`src/design/vna_pkg.sv`:
```
// ----------------------------------------------------------------------------
// vna_pkg: shared types and constants of the vertex normal accumulator
// Field widths, command and status codes, controller states, and the
// command/status bundles between controller and datapath.
// ----------------------------------------------------------------------------
package vna_pkg;

  localparam int MAX_VERTICES_DEF = 1024;
  localparam int VCOUNT_RESET     = 1024;

  localparam int CFG_BITS    = 11;
  localparam int IDX_BITS    = 10;
  localparam int COORD_BITS  = 16;
  localparam int POS_BITS    = 3 * COORD_BITS;
  localparam int IN_BITS     = 4 * IDX_BITS + POS_BITS;
  localparam int NORMAL_BITS = 16;
  localparam int OUT_BITS    = 3 * NORMAL_BITS;
  localparam int SUM_BITS    = 24;
  localparam int NORMAL_FRAC_BITS = 14;

  localparam int DIFF_BITS  = COORD_BITS + 1;
  localparam int PROD_BITS  = 2 * DIFF_BITS;
  localparam int CROSS_BITS = PROD_BITS + 1;
  localparam int MAG_BITS   = CROSS_BITS;
  localparam int NORM_TOP   = 29;
  localparam int SQ_BITS    = 2 * (NORM_TOP + 1);
  localparam int SS_BITS    = SQ_BITS + 2;
  localparam int ROOT_BITS  = SS_BITS / 2;
  localparam int REM_BITS   = ROOT_BITS + 2;
  localparam int QBITS      = NORMAL_FRAC_BITS + 3;
  localparam int NUM_BITS   = NORM_TOP + 1 + NORMAL_FRAC_BITS + 1;

  localparam logic [1:0] CMD_WRITE = 2'd0;
  localparam logic [1:0] CMD_TRI   = 2'd1;
  localparam logic [1:0] CMD_READ  = 2'd2;

  localparam logic [1:0] RS_OK     = 2'd0;
  localparam logic [1:0] RS_BAD    = 2'd1;
  localparam logic [1:0] RS_UNUSED = 2'd2;

  localparam logic [1:0] FLAG_WRITTEN = 2'b01;
  localparam logic [1:0] FLAG_USED    = 2'b10;

  typedef enum logic [4:0] {
    ST_CLEAR, ST_IDLE, ST_DISPATCH, ST_WRITE, ST_C_ADDR, ST_C_CAP, ST_C_DONE,
    ST_MUL, ST_SUB, ST_LOAD, ST_NORM, ST_SQ_MUL, ST_SQ_ACC, ST_SQRT,
    ST_DIV_INIT, ST_DIV_STEP, ST_DIV_STORE, ST_A_ADDR, ST_A_WR,
    ST_R_ADDR, ST_R_CAP, ST_OUT
  } ctl_state_t;

  typedef enum logic [4:0] {
    OP_NONE, OP_CLEAR, OP_LATCH, OP_VWRITE, OP_C_ADDR, OP_C_CAP, OP_DIFF,
    OP_MUL, OP_SUB, OP_LOAD, OP_NORM, OP_ZMARK, OP_SQ_MUL, OP_SQ_ACC,
    OP_SQRT, OP_DIV_INIT, OP_DIV_STEP, OP_DIV_STORE, OP_A_ADDR, OP_A_WR,
    OP_R_ADDR, OP_R_CAP, OP_OUT
  } dp_op_t;

  typedef struct packed {
    dp_op_t op;
    logic   j_clr;
    logic   step_clr;
  } ctrl_t;

  typedef struct packed {
    logic [1:0] cmd;
    logic       clear_last;
    logic       j_last;
    logic       tri_bad;
    logic       is_zero;
    logic       is_norm;
    logic       sqrt_last;
    logic       div_last;
    logic       rd_go;
    logic       out_busy;
  } stat_t;

endpackage

```
`src/design/vna_controller.sv`:
```
// ----------------------------------------------------------------------------
// vna_controller: sequencing state machine
// Steps the datapath through write, triangle and read commands.
// ----------------------------------------------------------------------------
module vna_controller import vna_pkg::*; (
  input  logic  clk,
  input  logic  rst,
  input  logic  s_tvalid,
  output logic  s_tready,
  input  stat_t stat,
  output ctrl_t ctrl
);

  ctl_state_t state, state_next;

  always_ff @(posedge clk) begin
    if (rst) begin
      state <= ST_CLEAR;
    end else begin
      state <= state_next;
    end
  end

  always_comb begin
    state_next = state;
    case (state)
      ST_CLEAR:    if (stat.clear_last) state_next = ST_IDLE;
      ST_IDLE:     if (s_tvalid) state_next = ST_DISPATCH;
      ST_DISPATCH: begin
        case (stat.cmd)
          CMD_WRITE: state_next = ST_WRITE;
          CMD_TRI:   state_next = ST_C_ADDR;
          CMD_READ:  state_next = ST_R_ADDR;
          default:   state_next = ST_IDLE;
        endcase
      end
      ST_WRITE:    state_next = ST_IDLE;
      ST_C_ADDR:   state_next = ST_C_CAP;
      ST_C_CAP:    state_next = stat.j_last ? ST_C_DONE : ST_C_ADDR;
      ST_C_DONE:   state_next = stat.tri_bad ? ST_IDLE : ST_MUL;
      ST_MUL:      state_next = ST_SUB;
      ST_SUB:      state_next = stat.j_last ? ST_LOAD : ST_MUL;
      ST_LOAD:     state_next = ST_NORM;
      ST_R_ADDR:   state_next = ST_R_CAP;
      ST_R_CAP:    state_next = stat.rd_go ? ST_NORM : ST_OUT;
      ST_NORM: begin
        if (stat.is_zero) begin
          state_next = (stat.cmd == CMD_READ) ? ST_OUT : ST_IDLE;
        end else if (stat.is_norm) begin
          state_next = ST_SQ_MUL;
        end
      end
      ST_SQ_MUL:   state_next = ST_SQ_ACC;
      ST_SQ_ACC:   state_next = stat.j_last ? ST_SQRT : ST_SQ_MUL;
      ST_SQRT:     if (stat.sqrt_last) state_next = ST_DIV_INIT;
      ST_DIV_INIT: state_next = ST_DIV_STEP;
      ST_DIV_STEP: if (stat.div_last) state_next = ST_DIV_STORE;
      ST_DIV_STORE: begin
        if (!stat.j_last) begin
          state_next = ST_DIV_INIT;
        end else begin
          state_next = (stat.cmd == CMD_TRI) ? ST_A_ADDR : ST_OUT;
        end
      end
      ST_A_ADDR:   state_next = ST_A_WR;
      ST_A_WR:     state_next = stat.j_last ? ST_IDLE : ST_A_ADDR;
      ST_OUT:      if (!stat.out_busy) state_next = ST_IDLE;
      default:     state_next = ST_IDLE;
    endcase
  end

  always_comb begin
    s_tready = 1'b0;
    ctrl = '{op: OP_NONE, j_clr: 1'b0, step_clr: 1'b0};
    case (state)
      ST_CLEAR:    ctrl.op = OP_CLEAR;
      ST_IDLE: begin
        s_tready = 1'b1;
        if (s_tvalid) begin
          ctrl.op = OP_LATCH;
          ctrl.j_clr = 1'b1;
        end
      end
      ST_WRITE:    ctrl.op = OP_VWRITE;
      ST_C_ADDR:   ctrl.op = OP_C_ADDR;
      ST_C_CAP: begin
        ctrl.op = OP_C_CAP;
        ctrl.j_clr = stat.j_last;
      end
      ST_C_DONE:   ctrl.op = OP_DIFF;
      ST_MUL:      ctrl.op = OP_MUL;
      ST_SUB: begin
        ctrl.op = OP_SUB;
        ctrl.j_clr = stat.j_last;
      end
      ST_LOAD:     ctrl.op = OP_LOAD;
      ST_R_ADDR:   ctrl.op = OP_R_ADDR;
      ST_R_CAP:    ctrl.op = OP_R_CAP;
      ST_NORM: begin
        if (stat.is_zero) begin
          ctrl.op = OP_ZMARK;
        end else if (stat.is_norm) begin
          ctrl.j_clr = 1'b1;
        end else begin
          ctrl.op = OP_NORM;
        end
      end
      ST_SQ_MUL:   ctrl.op = OP_SQ_MUL;
      ST_SQ_ACC: begin
        ctrl.op = OP_SQ_ACC;
        ctrl.j_clr = stat.j_last;
        ctrl.step_clr = stat.j_last;
      end
      ST_SQRT:     ctrl.op = OP_SQRT;
      ST_DIV_INIT: begin
        ctrl.op = OP_DIV_INIT;
        ctrl.step_clr = 1'b1;
      end
      ST_DIV_STEP: ctrl.op = OP_DIV_STEP;
      ST_DIV_STORE: begin
        ctrl.op = OP_DIV_STORE;
        ctrl.j_clr = stat.j_last;
      end
      ST_A_ADDR:   ctrl.op = OP_A_ADDR;
      ST_A_WR: begin
        ctrl.op = OP_A_WR;
        ctrl.j_clr = stat.j_last;
      end
      ST_OUT:      if (!stat.out_busy) ctrl.op = OP_OUT;
      default:     ctrl.op = OP_NONE;
    endcase
  end

endmodule

```
`config.mk`:
```
export PLATFORM = sky130hd
export DESIGN_NAME = vna_controller
export DESIGN_NICKNAME = d
export VERILOG_FILES = /design/src/design/vna_pkg.sv /design/src/design/vna_controller.sv
export SDC_FILE = /design/constraint.sdc
export NUM_CORES = 1
export LEC_CHECK = 0
export BUFFER_PORTS_ARGS = -buffer_cell sky130_fd_sc_hd__buf_2
export CAP_MARGIN = 5
export CORE_UTILIZATION = 46
export DETAILED_ROUTE_END_ITERATION = 10
export PLACE_DENSITY = 0.72
export SKIP_CTS_REPAIR_TIMING = 1
export SLEW_MARGIN = 10
export SYNTH_ARGS = -nofsm -noshare
export SYNTH_HDL_FRONTEND = slang
export SYNTH_SLANG_ARGS = --single-unit
```
`constraint.sdc`:
```
create_clock -name clk -period 1.5 [get_ports clk]
set_input_delay 0.075 -clock clk [delete_from_list [all_inputs] [get_ports clk]]
set_output_delay 0.075 -clock clk [all_outputs]
set_load 0.01 [all_outputs]
```
Word-level counts from Yosys, hierarchy flattened:

Index checks and enable logic that the tools add are counted.

* flip-flop bits (word level): 5
* bits in latches: 0
* memory bits (writable): 0
* ROM bits: 0
* input port bits: 14
* output and inout bits: 8
* word-level logic and storage cells: 62
* memories kept: 0

* $add $sub $neg: 0
* multiply operators: 0
* div/mod/pow operators: 0
* order comparisons: 0
* eq/ne operators: 29
* shift-type cells: 0
* muxes and demuxes: 28
* bitwise operators: 0
* reduce and logical (&&, ||, !) cells: 4

Operators by type and width (count)
* 5-bit case mux with 21 select lines: 2
* 5-bit two-way mux: 12
* 5-bit by 4-bit == test with 1-bit output, second input constant: 8
* 5-bit == test, second input constant: 6
* 5-bit by 3-bit == test with 1-bit output, second input constant: 4
* 5-bit case mux with 3 select lines: 1
* 3-bit two-way mux: 4
* 4-bit two-way mux: 3
* 5-bit by 2-bit == test with 1-bit output, second input constant: 2
* 2-bit inequality test, second input constant: 5
* 6-bit AND reduction: 1
* 5-bit by 1-bit == test with 1-bit output, second input constant: 1
* 5-bit logical NOT: 1
* 5-bit OR reduction: 1
* 1-bit two-way mux: 3
* 3-bit inequality test, second input constant: 1
* 1-bit case mux with 3 select lines: 1
* 2-bit by 1-bit == test with 1-bit output, second input constant: 1
* 2-bit == test, second input constant: 1
* 2-bit logical NOT: 1
* 2-bit two-way mux: 1
* 1-bit case mux with 2 select lines: 1

Logic depth before layout (Yosys ltp):

* word-level depth: 4
* gate-level depth with buffers: 8
* gate-level depth less buffers: 5

Least setup slack after synthesis:

No wires, ideal clock.

* kind: reg-to-reg
* from: register state[3]
* to: register state[4]
* setup time: 0.086 ns
* arrival time: 1.390 ns
* setup slack: 0.024 ns
* stages on the path, launching flop included: 7
* period minus slack after synthesis: 1.476 ns
* cells stage by stage: dfxtp_1 buf_4 and4bb_1 a22oi_2 o311a_4 nand2_2 a221oi_2

* longest elaborated chain between the ends: 3
* elaborated cells on any way between the ends: 29
* classes of those cells: 26 x eq/ne; 1 x mux; 2 x reduce/logical

Ends and longest elaborated chain
* start: declaration: line vna_controller.sv:14 `ctl_state_t state, state_next;`
* start signal: assignment: line vna_controller.sv:20 `state <= state_next;`
* 5-bit by 4-bit == test with 1-bit output, or another cell as far along: line vna_controller.sv:26 `case (state)`
* 3-bit inequality test (no line) or 2-bit inequality test (tied branches)
* 6-bit AND reduction (no line)

Several ways; a longest one is shown, not always the timed one.
A chain may end at the register's enable or synchronous reset.

==> run summary <==
Core Util, Final = 90.2%
Leakage = 0.000802 µW
DP HPWL = 3.01 mm
DRT Pass-1 Iters = 5
hold path start = rst
antenna violations before repair = 0
IO Count = 22
Main synth FF type = dfxtp_1
CP startpoint kind = register
vias in the first global route = 1,333
Slew Limit Fails = 0
R2R cell count = 6
max_slew headroom = 66.3%
WHS Path Cells = 2
Top reg by flops = state
Max VDD drop = 0.580 mV
row count = 17
nets = 246
Finish-stage setup viols = 13
crit path time final = 1.87 ns
Worst-Skew Late Latency = 0.28 ns
Die Ht = 50.0 µm
Critical Path Fanout Max = 15
vias after detailed routing = 1,784
DR DRC count = 0
Cells after DPL = 229
CTS root buf = clkbuf_4
Crit path arrival time = 1.80 ns
clock sinks = 5
Crit path required time = 1.42 ns
WS Path Type = register to output pin
DIE AREA = 2500 µm²
Max-cap violations = 0
syn avg cell area = 7.17 µm²
FFs w/ async S/R, synth = 0%
share of post-route cells with drive strength above 1 = 61.0%
largest net degree at the start of global routing = 20
CP peak stage delay = 0.37 ns
Synth Warn # = 0
failing checks = negative setup slack
RSZ-0062 raised after global routing = yes
Port Buf Inserts = 21
Largest regs = state (5)
Antenna Cells = 0
PD cells = 686 nW/µm²
TritonCTS buffer count = 3
die width = 50.0 µm
Final Cycle Share = 125%
Mapped Nets = 162
final std cells w/o fill = 259
Critical-path top delay cell = dfxtp_4
fmax = 534 MHz
Final ANT Viol Nets = 0
final WL = 6.23 mm
mapped cell area = 1060 µm²
status = finished, violations left
FF+latch count, synth = 5
number of synthesized flops with an enable pin = 0
Setup Skew = 0.00352 ns
clk buf depth = 2
crit end category = output pin
CP Launch Point = state[0]
Remaining Overflow, GRT = 0
DR vias/cell = 6.89
gr usage total = 32.9%
measured slew at the worst slew-check pin = 0.504 ns
post-synthesis sequential area ratio = 9.43%
Starting DRT DRC Count = 130
worst path cell trace = buf_12, nand2b_1, a211oi_2, o21ai_2, o211ai_1, buf_2
final worst slack = -0.372 ns
Cells after Synth = 148
RR Startpoint = state[3]
first-pass GRT wire length = 6.24 mm
routed wire length per instance = 24.1 µm
CTS clk-pin slew, worst paths = 0.05 ns
# fillers = 88
H-tree depth = 1
Hold Violations, Final = 0
CTS tree = done
number of flip-flops in the largest register = 5
Starting Density = 48.4%
Distinct cells, synth = 58
GP Congestion = 1.01
core region area = 2190 µm²
Area Growth Syn to Fin = 86.2%
HP Class = primary input to register
==> layout by cell type, fill, tap and decap left out, drive strengths merged, types with 2 or more instances in the layout <==
cell type | synthesis | layout
o21ai | 9 | 9
o41ai | 2 | 2
nand4 | 2 | 2
buf | 13 | 92
a21oi | 10 | 10
nor2 | 13 | 13
o211ai | 2 | 2
clkbuf | 1 | 5
nor3 | 6 | 6
a221oi | 3 | 3
nor2b | 7 | 7
and2 | 2 | 2
nand2 | 16 | 16
mux2i | 2 | 2
o31ai | 3 | 3
dfxtp | 5 | 5
a32oi | 2 | 2
o221ai | 2 | 2
nor4b | 2 | 2
inv | 4 | 4
a211oi | 4 | 4
a22oi | 2 | 2
o32ai | 3 | 3
nand2b | 6 | 6
nand3 | 2 | 2
a31oi | 3 | 3
==> area by class of cell <==
| cell class | count | area, µm² | share of cell area (%) |
|---|---|---|---|
| Clock buffer | 4 | 26.3 | 1.33 |
| Inverter | 4 | 17.5 | 0.887 |
| Multi-Input combinational cell | 125 | 1020 | 51.9 |
| Sequential cell | 5 | 119 | 6.02 |
| Tap cell | 28 | 35.0 | 1.77 |
| Timing Repair Buffer | 93 | 753 | 38.1 |
==> layer usage <==
layer / track usage (%) / wire, µm / vias to the layer above / part of all wire [%]
met5: 0 / 0 / - / 0
met4: 19.0 / 474 / 0 / 7.6
met3: 1.54 / 778 / 45 / 12
met2: 55.1 / 2750 / 189 / 44
met1: 41.1 / 2230 / 813 / 36
li1: - / - / 737 / -
==> cells in the mapped netlist (2+ instances only) <==
cell type | n | area share [%]
nand2b_1 | 6 | 3.5
a21oi_1 | 9 | 4.2
nand2_2 | 2 | 1.2
o211ai_1 | 2 | 1.4
nand3_1 | 2 | 0.94
inv_2 | 2 | 0.71
nor2_1 | 13 | 4.6
nor4b_1 | 2 | 1.7
nor3_1 | 5 | 2.4
a32oi_1 | 2 | 1.7
buf_6 | 4 | 4.2
nor2b_1 | 7 | 4.1
a221oi_2 | 2 | 2.8
o21ai_1 | 4 | 1.9
o32ai_1 | 2 | 1.7
mux2i_1 | 2 | 1.9
buf_4 | 2 | 1.4
and2_1 | 2 | 1.2
o31ai_1 | 3 | 2.1
o41ai_1 | 2 | 1.7
o21ai_0 | 5 | 2.4
a31oi_1 | 3 | 1.8
inv_1 | 2 | 0.71
dfxtp_1 | 5 | 9.4
buf_2 | 7 | 3.3
a211oi_1 | 4 | 2.8
nand4_1 | 2 | 1.2
nand2_1 | 14 | 5.0
o221ai_1 | 2 | 1.7
==> stage by stage <==
stage	setup slack (ns)	area, µm²	hold slack (ns)	total power, µW	setup TNS (ns)
2_1_floorplan	0.0240	1060	0.141	529	0
3_3_place_gp	-0.219	1460	0.337	758	-1.22
3_5_place_dp	-0.271	1460	0.343	772	-1.47
4_1_cts	-0.402	1490	0.0658	953	-3.31
5_1_grt	-0.383	1980	0.0722	1400	-3.45
6_report	-0.372	1980	0.0714	1360	-3.00
==> final timing paths <==
path / slack [ns] / end
min reg2reg: 0.77 / state[0]
min: 0.07 / state[0]
max: -0.37 / ctrl[1]
max reg2reg: -0.29 / state[3]
==> kinds of logic after synthesis <==
family	count (synthesis)	share of synthesized area, %
AOI/OAI and AO/OA	55	40.5
xor gates and xnor gates	2	1.65
buffers and inverters	18	10.7
DFF	5	9.43
muxes	2	1.89
and+or+nand+nor	66	35.9
==> report_power, final <==
| group | switching [µW] | internal (µW) |
|---|---|---|
| logic | 474 | 519 |
| registers | 27.6 | 144 |
| clock network | 87.7 | 103 |
==> critical path: cells and delay by family (launching register included) <==
family                 cells  cell delay (ns)
AO/OA/AOI/OAI              3             0.61
flip-flops                 1             0.37
buffers and inverters      2             0.33
AND/OR/NAND/NOR            1             0.21
Power figures use the tool's default switching activity.
